===== config.mk =====
export PLATFORM = sky130hd
export DESIGN_NAME = rgb_led_one_wire_serializer_unit_flat
export DESIGN_NICKNAME = d
export VERILOG_FILES = /design/src/rtl/rlos_pkg.sv /design/src/rtl/rlos_pixel_if.sv /design/src/rtl/rlos_seg_if.sv /design/src/rtl/rlos_cfg_if.sv /design/src/rtl/rlos_front.sv /design/src/rtl/rlos_queue.sv /design/src/rtl/rlos_back.sv /design/src/rtl/rgb_led_one_wire_serializer_unit.sv /design/src/flat_wrapper.sv
export SDC_FILE = /design/constraint.sdc
export NUM_CORES = 1
export LEC_CHECK = 0
export BUFFER_PORTS_ARGS = -buffer_cell sky130_fd_sc_hd__buf_2
export CORE_AREA = 2 2 146 91
export DETAILED_ROUTE_END_ITERATION = 7
export DIE_AREA = 0 0 148 93
export PLACE_DENSITY = 0.78
export REMOVE_ABC_BUFFERS = 1
export SLEW_MARGIN = 40
export SYNTH_ARGS = -nofsm -noshare
export SYNTH_HDL_FRONTEND = slang
export SYNTH_HIERARCHICAL = 1
export SYNTH_SLANG_ARGS = --single-unit

===== constraint.sdc =====
create_clock -name clk -period 3.9 [get_ports clk]
set_input_delay 0.78 -clock clk [delete_from_list [all_inputs] [get_ports clk]]
set_output_delay 0.78 -clock clk [all_outputs]
set_load 0.02 [all_outputs]

===== src/rtl/rlos_pkg.sv =====
// Shared types and constants for the one-wire RGB LED serialiser.
// No dependencies; every other file in rtl/ refers to it by scoped names.
`timescale 1ns / 1ps
`default_nettype none

package rlos_pkg;

	localparam int COLOR_W    = 24;
	localparam int HOLD_W     = 16;
	localparam int TIME_W     = 8;
	localparam int CFG_IDX_W  = 3;
	localparam int CFG_DATA_W = 16;
	localparam int BIT_CNT_W  = 5;

	localparam logic [BIT_CNT_W-1:0] FIRST_BIT = BIT_CNT_W'(COLOR_W - 1);

	// register indexes
	localparam logic [CFG_IDX_W-1:0] REG_ONE_HIGH  = 3'd0;
	localparam logic [CFG_IDX_W-1:0] REG_ONE_LOW   = 3'd1;
	localparam logic [CFG_IDX_W-1:0] REG_ZERO_HIGH = 3'd2;
	localparam logic [CFG_IDX_W-1:0] REG_ZERO_LOW  = 3'd3;
	localparam logic [CFG_IDX_W-1:0] REG_LATCH     = 3'd4;

	localparam logic [TIME_W-1:0] ONE_HIGH_RST  = 8'd38;
	localparam logic [TIME_W-1:0] ONE_LOW_RST   = 8'd22;
	localparam logic [TIME_W-1:0] ZERO_HIGH_RST = 8'd19;
	localparam logic [TIME_W-1:0] ZERO_LOW_RST  = 8'd41;
	localparam logic [HOLD_W-1:0] LATCH_RST     = 16'd2500;

	typedef struct packed {
		logic [TIME_W-1:0] one_high;
		logic [TIME_W-1:0] one_low;
		logic [TIME_W-1:0] zero_high;
		logic [TIME_W-1:0] zero_low;
		logic [HOLD_W-1:0] latch;
	} cfg_regs_t;

	// pixel already in wire order: green, red, blue
	typedef struct packed {
		logic [COLOR_W-1:0] word;
		logic               last;
	} entry_t;

	typedef struct packed {
		logic   empty;
		entry_t head;
	} q_status_t;

	typedef enum logic [1:0] {
		ST_IDLE,
		ST_HIGH,
		ST_LOW,
		ST_LATCH
	} state_t;

	// a zero time is replaced by the least nonzero hold
	function automatic logic [HOLD_W-1:0] hold_of(input logic [HOLD_W-1:0] v);
		hold_of = (v == '0) ? HOLD_W'(1) : v;
	endfunction

endpackage

`default_nettype wire


===== src/rtl/rlos_pixel_if.sv =====
// Pixel input channel: valid/ready plus packed colour and last-pixel flag.
// Depends on rlos_pkg.
`timescale 1ns / 1ps
`default_nettype none

interface rlos_pixel_if;
	logic                          valid;
	logic                          ready;
	logic [rlos_pkg::COLOR_W-1:0]  pixel_color;
	logic                          last_pixel;

	modport source (output valid, output pixel_color, output last_pixel, input ready);
	modport sink   (input valid, input pixel_color, input last_pixel, output ready);
endinterface

`default_nettype wire


===== src/rtl/rlos_seg_if.sv =====
// Segment output channel: valid/ready plus line level, hold time and run end.
// Depends on rlos_pkg.
`timescale 1ns / 1ps
`default_nettype none

interface rlos_seg_if;
	logic                         valid;
	logic                         ready;
	logic                         line_level;
	logic [rlos_pkg::HOLD_W-1:0]  hold_cycles;
	logic                         run_end;

	modport source (output valid, output line_level, output hold_cycles, output run_end,
		input ready);
	modport sink   (input valid, input line_level, input hold_cycles, input run_end,
		output ready);
endinterface

`default_nettype wire


===== src/rtl/rlos_cfg_if.sv =====
// Configuration write channel: valid/ready, register index and write data.
// Depends on rlos_pkg.
`timescale 1ns / 1ps
`default_nettype none

interface rlos_cfg_if;
	logic                             valid;
	logic                             ready;
	logic [rlos_pkg::CFG_IDX_W-1:0]   index;
	logic [rlos_pkg::CFG_DATA_W-1:0]  data;

	modport source (output valid, output index, output data, input ready);
	modport sink   (input valid, input index, input data, output ready);
endinterface

`default_nettype wire


===== src/rtl/rlos_front.sv =====
// Front end: accepts pixel beats, reorders bytes to wire order, hands them to the queue.
// Depends on rlos_pkg and rlos_pixel_if.
`timescale 1ns / 1ps
`default_nettype none

module rlos_front (
	input  wire logic          clk,
	input  wire logic          arst_n,
	rlos_pixel_if.sink         pixel,
	input  wire logic          q_full,
	output logic               push,
	output rlos_pkg::entry_t   push_entry
);

	logic             valid_s1;
	rlos_pkg::entry_t entry_s1;
	logic             take;

	assign push        = valid_s1 && !q_full;
	assign pixel.ready = !valid_s1 || !q_full;
	assign take        = pixel.valid && pixel.ready;
	assign push_entry  = entry_s1;

	always_ff @(posedge clk or negedge arst_n) begin
		if (!arst_n) begin
			valid_s1 <= 1'b0;
		end else if (take) begin
			valid_s1 <= 1'b1;
		end else if (push) begin
			valid_s1 <= 1'b0;
		end
	end

	// G, R, B on the wire
	always_ff @(posedge clk) begin
		if (take) begin
			entry_s1.word <= {pixel.pixel_color[15:8], pixel.pixel_color[23:16],
				pixel.pixel_color[7:0]};
			entry_s1.last <= pixel.last_pixel;
		end
	end

endmodule

`default_nettype wire


===== src/rtl/rlos_queue.sv =====
// Two-entry pixel queue between front and back ends.
// Depends on rlos_pkg.
`timescale 1ns / 1ps
`default_nettype none

module rlos_queue (
	input  wire logic              clk,
	input  wire logic              arst_n,
	input  wire logic              push,
	input  rlos_pkg::entry_t       push_entry,
	output logic                   full,
	input  wire logic              pop,
	output rlos_pkg::q_status_t    status
);

	rlos_pkg::entry_t mem_q [2];
	logic             wr_ptr_q;
	logic             rd_ptr_q;
	logic [1:0]       count_q;

	assign full         = (count_q == 2'd2);
	assign status.empty = (count_q == 2'd0);
	assign status.head  = mem_q[rd_ptr_q];

	always_ff @(posedge clk or negedge arst_n) begin
		if (!arst_n) begin
			wr_ptr_q <= 1'b0;
			rd_ptr_q <= 1'b0;
			count_q  <= 2'd0;
		end else begin
			if (push) begin
				wr_ptr_q <= !wr_ptr_q;
			end
			if (pop) begin
				rd_ptr_q <= !rd_ptr_q;
			end
			if (push && !pop) begin
				count_q <= count_q + 2'd1;
			end else if (pop && !push) begin
				count_q <= count_q - 2'd1;
			end
		end
	end

	always_ff @(posedge clk) begin
		if (push) begin
			mem_q[wr_ptr_q] <= push_entry;
		end
	end

endmodule

`default_nettype wire


===== src/rtl/rlos_back.sv =====
// Back end: walks the 24 bits of a queued pixel and issues high/low segments,
// plus the latch gap after the last pixel. Depends on rlos_pkg and rlos_seg_if.
`timescale 1ns / 1ps
`default_nettype none

module rlos_back (
	input  wire logic              clk,
	input  wire logic              arst_n,
	input  rlos_pkg::cfg_regs_t    cfg_regs,
	input  rlos_pkg::q_status_t    status,
	output logic                   pop,
	rlos_seg_if.source             seg
);

	rlos_pkg::state_t state_q, state_d;

	logic [rlos_pkg::COLOR_W-1:0]   word_q;
	logic                           last_q;
	logic [rlos_pkg::BIT_CNT_W-1:0] bit_q;

	logic                           seg_valid_q;
	logic                           level_q;
	logic [rlos_pkg::HOLD_W-1:0]    hold_q;
	logic                           end_q;

	logic                           adv;
	logic                           cur_one;
	logic                           final_bit;
	logic                           load_seg;
	logic                           level_d;
	logic [rlos_pkg::HOLD_W-1:0]    raw_d;
	logic                           end_d;

	assign adv       = !seg_valid_q || seg.ready;
	assign cur_one   = word_q[bit_q];
	assign final_bit = (bit_q == '0);

	assign seg.valid       = seg_valid_q;
	assign seg.line_level  = level_q;
	assign seg.hold_cycles = hold_q;
	assign seg.run_end     = end_q;

	// next state
	always_comb begin
		state_d = state_q;
		if (adv) begin
			unique case (state_q)
				rlos_pkg::ST_IDLE: begin
					if (!status.empty) begin
						state_d = rlos_pkg::ST_HIGH;
					end
				end
				rlos_pkg::ST_HIGH: begin
					state_d = rlos_pkg::ST_LOW;
				end
				rlos_pkg::ST_LOW: begin
					if (!final_bit) begin
						state_d = rlos_pkg::ST_HIGH;
					end else if (last_q) begin
						state_d = rlos_pkg::ST_LATCH;
					end else begin
						state_d = rlos_pkg::ST_IDLE;
					end
				end
				rlos_pkg::ST_LATCH: begin
					state_d = rlos_pkg::ST_IDLE;
				end
				default: state_d = rlos_pkg::ST_IDLE;
			endcase
		end
	end

	// outputs
	always_comb begin
		pop      = 1'b0;
		load_seg = 1'b0;
		level_d  = 1'b0;
		raw_d    = '0;
		end_d    = 1'b0;
		unique case (state_q)
			rlos_pkg::ST_IDLE: begin
				pop = adv && !status.empty;
			end
			rlos_pkg::ST_HIGH: begin
				load_seg = adv;
				level_d  = 1'b1;
				raw_d    = rlos_pkg::HOLD_W'(cur_one ? cfg_regs.one_high : cfg_regs.zero_high);
			end
			rlos_pkg::ST_LOW: begin
				load_seg = adv;
				raw_d    = rlos_pkg::HOLD_W'(cur_one ? cfg_regs.one_low : cfg_regs.zero_low);
				end_d    = final_bit && !last_q;
			end
			rlos_pkg::ST_LATCH: begin
				load_seg = adv;
				raw_d    = cfg_regs.latch;
				end_d    = 1'b1;
			end
			default: begin
				pop = 1'b0;
			end
		endcase
	end

	always_ff @(posedge clk or negedge arst_n) begin
		if (!arst_n) begin
			state_q     <= rlos_pkg::ST_IDLE;
			seg_valid_q <= 1'b0;
		end else begin
			state_q <= state_d;
			if (adv) begin
				seg_valid_q <= load_seg;
			end
		end
	end

	always_ff @(posedge clk) begin
		if (pop) begin
			word_q <= status.head.word;
			last_q <= status.head.last;
			bit_q  <= rlos_pkg::FIRST_BIT;
		end else if (adv && state_q == rlos_pkg::ST_LOW && !final_bit) begin
			bit_q <= bit_q - rlos_pkg::BIT_CNT_W'(1);
		end
		if (load_seg) begin
			level_q <= level_d;
			hold_q  <= rlos_pkg::hold_of(raw_d);
			end_q   <= end_d;
		end
	end

endmodule

`default_nettype wire


===== src/rtl/rgb_led_one_wire_serializer_unit.sv =====
// One-wire RGB LED serialiser: each pixel beat yields 48 segment beats, 49 on the last pixel.
// A pixel passes the front stage, the queue and the back end before its first segment beat.
// The back end sets the pixel rate: it issues one segment per cycle while seg.ready holds,
// and fetches each pixel from the queue in its idle state; a 2-deep queue decouples input.
// Reset: asynchronous, active low; empties queue and pipeline, timing registers to defaults.
// Depends on rlos_pkg, the channel interfaces, rlos_front, rlos_queue and rlos_back.
`timescale 1ns / 1ps
`default_nettype none

module rgb_led_one_wire_serializer_unit (
	input  wire logic   clk,
	input  wire logic   arst_n,
	rlos_pixel_if.sink  pixel,
	rlos_seg_if.source  seg,
	rlos_cfg_if.sink    cfg
);

	rlos_pkg::cfg_regs_t cfg_regs_q;
	rlos_pkg::entry_t    push_entry;
	rlos_pkg::q_status_t status;
	logic                push;
	logic                pop;
	logic                q_full;

	assign cfg.ready = 1'b1;

	always_ff @(posedge clk or negedge arst_n) begin
		if (!arst_n) begin
			cfg_regs_q.one_high  <= rlos_pkg::ONE_HIGH_RST;
			cfg_regs_q.one_low   <= rlos_pkg::ONE_LOW_RST;
			cfg_regs_q.zero_high <= rlos_pkg::ZERO_HIGH_RST;
			cfg_regs_q.zero_low  <= rlos_pkg::ZERO_LOW_RST;
			cfg_regs_q.latch     <= rlos_pkg::LATCH_RST;
		end else if (cfg.valid) begin
			unique case (cfg.index)
				rlos_pkg::REG_ONE_HIGH:  cfg_regs_q.one_high  <= cfg.data[7:0];
				rlos_pkg::REG_ONE_LOW:   cfg_regs_q.one_low   <= cfg.data[7:0];
				rlos_pkg::REG_ZERO_HIGH: cfg_regs_q.zero_high <= cfg.data[7:0];
				rlos_pkg::REG_ZERO_LOW:  cfg_regs_q.zero_low  <= cfg.data[7:0];
				rlos_pkg::REG_LATCH:     cfg_regs_q.latch     <= cfg.data;
				default: begin
				end
			endcase
		end
	end

	rlos_front u_front (
		.clk        (clk),
		.arst_n     (arst_n),
		.pixel      (pixel),
		.q_full     (q_full),
		.push       (push),
		.push_entry (push_entry)
	);

	rlos_queue u_queue (
		.clk        (clk),
		.arst_n     (arst_n),
		.push       (push),
		.push_entry (push_entry),
		.full       (q_full),
		.pop        (pop),
		.status     (status)
	);

	rlos_back u_back (
		.clk      (clk),
		.arst_n   (arst_n),
		.cfg_regs (cfg_regs_q),
		.status   (status),
		.pop      (pop),
		.seg      (seg)
	);

endmodule

`default_nettype wire

===== src/flat_wrapper.sv =====
// flat-port wrapper written by rule: the top's interface ports become plain ports
module rgb_led_one_wire_serializer_unit_flat 
  (clk, arst_n, pixel_valid, pixel_pixel_color, pixel_last_pixel, pixel_ready, seg_valid, seg_line_level, seg_hold_cycles, seg_run_end, seg_ready, cfg_valid, cfg_index, cfg_data, cfg_ready);
  rlos_pixel_if pixel_i ();
  rlos_seg_if seg_i ();
  rlos_cfg_if cfg_i ();
  input  wire logic clk;
  input  wire logic arst_n;
  input wire logic [$bits(pixel_i.valid)-1:0] pixel_valid;
  input wire logic [$bits(pixel_i.pixel_color)-1:0] pixel_pixel_color;
  input wire logic [$bits(pixel_i.last_pixel)-1:0] pixel_last_pixel;
  output wire logic [$bits(pixel_i.ready)-1:0] pixel_ready;
  output wire logic [$bits(seg_i.valid)-1:0] seg_valid;
  output wire logic [$bits(seg_i.line_level)-1:0] seg_line_level;
  output wire logic [$bits(seg_i.hold_cycles)-1:0] seg_hold_cycles;
  output wire logic [$bits(seg_i.run_end)-1:0] seg_run_end;
  input wire logic [$bits(seg_i.ready)-1:0] seg_ready;
  input wire logic [$bits(cfg_i.valid)-1:0] cfg_valid;
  input wire logic [$bits(cfg_i.index)-1:0] cfg_index;
  input wire logic [$bits(cfg_i.data)-1:0] cfg_data;
  output wire logic [$bits(cfg_i.ready)-1:0] cfg_ready;
  assign pixel_i.valid = pixel_valid;
  assign pixel_i.pixel_color = pixel_pixel_color;
  assign pixel_i.last_pixel = pixel_last_pixel;
  assign pixel_ready = pixel_i.ready;
  assign seg_valid = seg_i.valid;
  assign seg_line_level = seg_i.line_level;
  assign seg_hold_cycles = seg_i.hold_cycles;
  assign seg_run_end = seg_i.run_end;
  assign seg_i.ready = seg_ready;
  assign cfg_i.valid = cfg_valid;
  assign cfg_i.index = cfg_index;
  assign cfg_i.data = cfg_data;
  assign cfg_ready = cfg_i.ready;
  rgb_led_one_wire_serializer_unit u_core (.clk(clk), .arst_n(arst_n), .pixel(pixel_i), .seg(seg_i), .cfg(cfg_i));
endmodule

Word level (Yosys, flattened, before mapping)
Memory sizes are Yosys's and may differ from the RTL's. A register that Yosys moved wholly into a read port is not among the register bits.
Cells that the tools add are included.
- register bits: 104
- latch bits: 0
- bits in writable memories: 50
- ROM bits: 0
- input port bits: 49
- output and inout bits: 21
- logic and storage cells: 84
- memories kept: 1
- add/sub/neg operators: 3
- multipliers: 0
- div/mod/pow operators: 0
- order comparisons: 1
- equal/unequal tests: 9
- shifts and indexed selects: 0
- multiplexer cells: 19
- bitwise logic cells: 0
- reductions and logical operators: 34
- memory list (name ; words ; bits a word ; read ports ; clocked after memory_dff ; wr ports ; RTL line ; text):
    u_core.u_queue.mem_q ; 2 ; 25 ; 1 ; 1 ; 1 ; rlos_queue.sv:16 ; rlos_pkg::entry_t mem_q [2];
- operators with widths (cell ; number):
    16-bit one-hot mux with 3 select lines ; 1
    16-bit logical NOT ; 1
    8-bit 2-to-1 mux ; 2
    2-bit AND reduction ; 6
    1-bit logical NOT ; 10
    2-bit 2-to-1 mux ; 5
    1-bit logical AND ; 8
    1-bit 2-to-1 mux ; 8
    2-bit one-hot mux with 4 select lines ; 1
    2-bit equality test (second input constant) ; 3
    3-bit by 2-bit equality test with 1-bit output (second input constant) ; 2
    5-bit by 6-bit < comparator with 1-bit output (second input constant) ; 1
    1-bit binary-select mux with 5-bit select ; 1
    5-bit logical NOT ; 1
    5-bit by 1-bit subtractor with 5-bit output (second input constant) ; 1
    2-bit logical NOT ; 2
    2-bit nonzero test ; 2
    3-bit by 1-bit equality test with 1-bit output (second input constant) ; 1
    3-bit equality test (second input constant) ; 1
    3-bit logical NOT ; 1
    3-bit OR reduction ; 1
    2-bit by 1-bit adder with 2-bit output (second input constant) ; 1
    2-bit by 1-bit equality test with 1-bit output (second input constant) ; 1
    1-bit logical OR ; 2
    other kinds (3) ; 3

Logic depth before layout (Yosys ltp)
- word-level depth: 7
- depth in mapped cells: 11
- depth with buffers taken out: 9

By module
The synthesis kept the hierarchy.
- modules (own cells, without submodules) (module ; instances ; cells each ; area an instance (um^2) ; sequential area each (um^2)):
    rlos_back ; 1 ; 185 ; 2414.8 ; 1466.4
    rlos_queue ; 1 ; 94 ; 2092.0 ; 1601.5
    rgb_led_one_wire_serializer_unit ; 1 ; 107 ; 1865.5 ; 1222.4
    rlos_front ; 1 ; 30 ; 800.8 ; 775.7

Worst setup path before layout
No wires, ideal clock.
- kind: input to register
- start point: input port seg_ready
- end point: register u_core.u_queue.count_q[1]
- setup time: 79 ps
- arrival: 2960 ps
- data required time: 3821 ps
- slack: 861 ps
- stages: 9
- buffers on the path: 0
- path through: nor2b_1 -> nor2_1 -> nand2_1 -> nor2_1 -> inv_1 -> ha_1 -> xor2_1 -> nor2_1 -> xor2_1
- longest elaborated chain between the ends: 6
- elaborated cells between the ends (all ways): 8
- classes of those cells: mux (2); reduce/logical (6)
- ends and longest elaborated chain (item ; RTL line ; text):
    from (decl) ; flat_wrapper.sv:17 ; input wire logic [$bits(seg_i.ready)-1:0] seg_ready;
    1-bit logical OR * ; rlos_back.sv:34 ; assign adv = !seg_valid_q || seg.ready;
    1-bit logical AND * ; rlos_back.sv:82 ; pop = adv && !status.empty;
    1-bit 2-to-1 mux * ; rlos_back.sv:80 ; unique case (state_q)
    named net u_core.pop ; rgb_led_one_wire_serializer_unit.sv:22 ; logic pop;
    1-bit logical NOT ; rlos_queue.sv:37 ; if (push && !pop) begin
    1-bit logical AND ; rlos_queue.sv:37 ;
    2-bit 2-to-1 mux or 2-bit nonzero test (tied branches) ; - ;
    to (signal assigned) ; rlos_queue.sv:38 ; count_q <= count_q + 2'd1;
    to (signal assigned) ; rlos_queue.sv:40 ; count_q <= count_q - 2'd1;
    to (decl) ; rlos_queue.sv:19 ; logic [1:0] count_q;
The timed path passes the listed nets; every way through them passes the cells marked *.
A chain may end at the register's enable or synchronous reset.

Worst setup path after layout
- start point: register u_core/u_back/bit_q[0] (netlist name)
- end point: register u_core.u_back.hold_q, in the netlist u_core/u_back/seg.hold_cycles[0], data pin
- longest elaborated chain between the ends: 5
- elaborated cells between the ends (all ways): 6
- classes of those cells: mux (5); reduce/logical (1)
- ends and longest elaborated chain (item ; RTL line ; text):
    from (decl) ; rlos_back.sv:19 ; logic [rlos_pkg::BIT_CNT_W-1:0] bit_q;
    from (signal assigned) ; rlos_back.sv:121 ; bit_q <= rlos_pkg::FIRST_BIT;
    from (signal assigned) ; rlos_back.sv:123 ; bit_q <= bit_q - rlos_pkg::BIT_CNT_W'(1);
    1-bit binary-select mux with 5-bit select * ; rlos_back.sv:35 ; assign cur_one = word_q[bit_q];
    1-bit 2-to-1 mux (not written as such) * ; rlos_back.sv:35 ;
    8-bit 2-to-1 mux, on equally long branches ; rlos_back.sv:91, rlos_back.sv:87 ;
    16-bit one-hot mux with 3 select lines * ; rlos_back.sv:80 ;
    16-bit logical NOT ; rlos_pkg.sv:58 ; hold_of = (v == '0) ? HOLD_W'(1) : v;
    to (signal assigned) ; rlos_back.sv:127 ; hold_q <= rlos_pkg::hold_of(raw_d);
    to (decl) ; rlos_back.sv:23 ; logic [rlos_pkg::HOLD_W-1:0] hold_q;
Every way passes the cells marked *; elsewhere a longest branch is shown, timed or not. The select of a mux whose other input is x is not followed.

==> metrics <==
P_sw 0.00203 W; DRC violations left 0; Setup crit end kind flop; Pre-antenna DRT Iters 5; Root Buffer Master clkbuf_16; status finished, final reports clean; clock skew roughly 0.011 ns; GRT Total Usage 0.201; Max Cap Viol 0; Comb power frac 0.268; count leader, synth edfxtp_1; Fin Hold WS approximately 0.34 ns; final setup TNS 0 ns; Inserted Clock Buffers 17; routability congestion estimate 0.858; area post-placement 7650 sq um; Die Width around 150 microns; Worst EP arrival around 3.8 ns; Cell Area, Synth 7170 sq um; setup violators final 0; register share of total power 0.470; Worst R2R Start u_core/u_back/bit_q[0]$_SDFFE_PP1P_; clk buf depth 2; grt ovf 0; Detail Route Antenna Nets 0; Post-CTS Resized 0; crit-path max FO 21; Post-synth EDFFs ~120; Routed WL between 10 and 15 mm; Power Density about 790 nW/um^2; crit path launch type flop; ant diodes 0; total power 0.00653 W; P_int about 0.0045 W; Starting Density 0.574; Core ar. approximately 12000 sq um; Slew @ Worst Pin between 0.7 and 0.8 ns; WL/cell about 19 microns; area leader, netlist edfxtp_1; clock power share 0.262; final hold violations 0; Area Growth Syn to Fin 15.1%; H-tree depth 4; Final period util 0.907; worst reg2reg path depth 8; vias per inst 5.62; input/output buffers 68; RSZ-0062 raised after global routing no; Fmax achieved around 280 MHz; hold-fix buffers at CTS 0; Cells after Synth 416; Design Area, Final 8250 sq um; setup bufs post-CTS 0; clk_lat worst skew around 0.43 ns; CTS tree yes; ys async rst share 0.313; minimum clock period between 3 and 4 ns; clk sink count ~180; leak pwr between 3 and 4 nW; vias in the first global route a little under 4000; Die Y between 90 and 100 microns; Synth top area share 0.494; post-synth cell types 52; placed wire-length estimate about 8.5 mm; HP Class in -> async; peak supply drop 0.000448 V; share of cells above drive strength 1 0.421; FF+latch count, synth around 180; io pins 70; Layout fillers 840; Reg clk slew, reported paths 0.07 ns; Post-synth top cells edfxtp_1 (118), mux2_2 (54), dfrtp_1 (39), mux2_4 (19), dfstp_2 (17); Final nets ~540; sw frac 0.310; data required time of the critical path between 4 and 5 ns; Setup CP Type reg -> reg; num rows 32; flop2flop setup slack between 0.3 and 0.4 ns; first-pass GRT wire length 20.5 mm; main area contributors after synthesis edfxtp_1 (49%), dfrtp_1 (14%), mux2_2 (8.5%), dfstp_2 (6.2%), mux2_4 (4.0%); Rel. slew slack 0.505; worst setup path endpoint u_core/u_back/seg.hold_cycles[0]$_SDFFCE_PN1P_; die footprint roughly 14000 sq um; CP startpoint u_core/u_back/bit_q[0]$_SDFFE_PP1P_; reg2reg end u_core/u_back/seg.hold_cycles[0]$_SDFFCE_PN1P_; total number of vias 3799; Avg Inst Size Synth 17.2 sq um; Max Slew Vio Count 0; Primary FF master, synth edfxtp_1; synth warn 6; 1st-iter DRT viols roughly 270; initial antenna violation count 0; largest net degree at the start of global routing 32; register area share after synthesis 0.706
==> through the flow <==
| stage | cells | utilization | setup WS, ns |
|---|---|---|---|
| 6_report | 676 | 0.661 | 0.362 |
| 5_1_grt | 676 | 0.661 | 0.182 |
| 4_1_cts | 676 | 0.661 | 0.369 |
| 3_5_place_dp | 644 | 0.613 | 0.446 |
| 3_3_place_gp | 644 | 0.612 | 0.643 |
| 2_1_floorplan | 397 | - | 0.811 |
==> power by group through the flow <==
stage	Sequential, W	Combinational, W	Clock [W]
after detailed placement	0.00310	0.00174	0
after CTS	0.00307	0.00175	0.00174
after global routing	0.00313	0.00189	0.00181
after floorplan	0.00319	0.00108	0
final	0.00307	0.00175	0.00171
after global placement	0.00307	0.00165	0
==> how the worst min path moves through the flow <==
stage | slack (ns) | cells after the start | end | start
after floorplan | 0.42 | 0 | u_core/u_queue/mem_q[0][0]$_DFFE_PP_ | u_core/u_front/push_entry[0]$_DFFE_PP_
after global placement | 0.42 | 0 | u_core/u_queue/mem_q[0][19]$_DFFE_PP_ | u_core/u_front/push_entry[19]$_DFFE_PP_
after detailed placement | 0.43 | 0 | u_core/u_queue/mem_q[1][2]$_DFFE_PP_ | u_core/u_front/push_entry[2]$_DFFE_PP_
after CTS | 0.34 | 1 | u_core/u_queue/wr_ptr_q$_DFFE_PN0P_ | arst_n
after global routing | 0.37 | 1 | u_core/u_queue/wr_ptr_q$_DFFE_PN0P_ | arst_n
final | 0.34 | 1 | u_core/u_queue/wr_ptr_q$_DFFE_PN0P_ | arst_n
==> cell families after synthesis <==
| family | Yosys count | share of synthesized area |
|---|---|---|
| buf+inv | 28 | 0.0295 |
| other cells | 1 | 0.000523 |
| xor+xnor | 5 | 0.00610 |
| mux | 89 | 0.157 |
| flops | 179 | 0.706 |
| compound gates | 45 | 0.0417 |
| simple gates | 67 | 0.0551 |
| fa+ha+maj | 2 | 0.00349 |
==> layer usage <==
metal | up-vias | wire, microns | GRT usage
met5 | - | 0 | 0
met4 | 0 | 225 | 0.0960
met3 | 22 | 874 | 0.0590
met2 | 126 | 6260 | 0.320
met1 | 1908 | 5570 | 0.258
li1 | 1743 | - | -
==> worst max-delay path, stage by stage, from the launching register on <==
cell and delay, ns:
dfxtp_1 0.66, mux4_1 0.65, o211ai_2 0.20, a21oi_1 0.11, or3_4 0.55, mux2i_1 0.23
o32ai_1 0.13, or4_1 0.58, o31ai_2 0.25
==> sequential cells by signal, summed over array words and instances (netlist names) <==
register,count
u_core/u_back/seg.line_level,1
u_core/u_back/seg.valid,1
u_core/u_queue/mem_q,50
u_core/u_queue/wr_ptr_q,1
u_core/u_back/seg.run_end,1
u_core/u_queue/rd_ptr_q,1
u_core/u_back/last_q,1
u_core/u_back/state_q,2
u_core/u_front/valid_s1,1
u_core/u_back/bit_q,5
u_core/u_front/push_entry,25
u_core/cfg_regs_q,48
u_core/u_back/word_q,24
u_core/u_queue/count_q,2
u_core/u_back/seg.hold_cycles,16
==> cells in the final DEF, fill, tap and decap left out, types with 3 or more instances in the layout <==
cell / instances
and3_1: 9
nor2_1: 14
buf_4: 9
mux2_2: 54
edfxtp_1: 118
nor3b_1: 6
dfstp_2: 17
mux2_4: 19
nor2b_1: 6
dfxtp_1: 5
mux4_1: 3
a21oi_1: 8
inv_6: 3
nor3_1: 5
o32ai_1: 5
mux2i_1: 10
buf_2: 68
o21ai_0: 16
nand2_1: 11
clkinv_4: 4
xor2_1: 4
inv_1: 9
dfrtp_1: 39
clkbuf_16: 17
==> area by class of cell <==
type / count / area [sq um] / share of cell area
repair buffers: 77 / 408 / 0.0494
clock buffers: 18 / 429 / 0.0520
inverters: 9 / 33.8 / 0.00409
well taps: 170 / 213 / 0.0258
flip-flops and latches: 179 / 5070 / 0.614
clock inverters: 14 / 171 / 0.0208
multi-input cells: 209 / 1930 / 0.234
(Power assumes the default switching activity.)
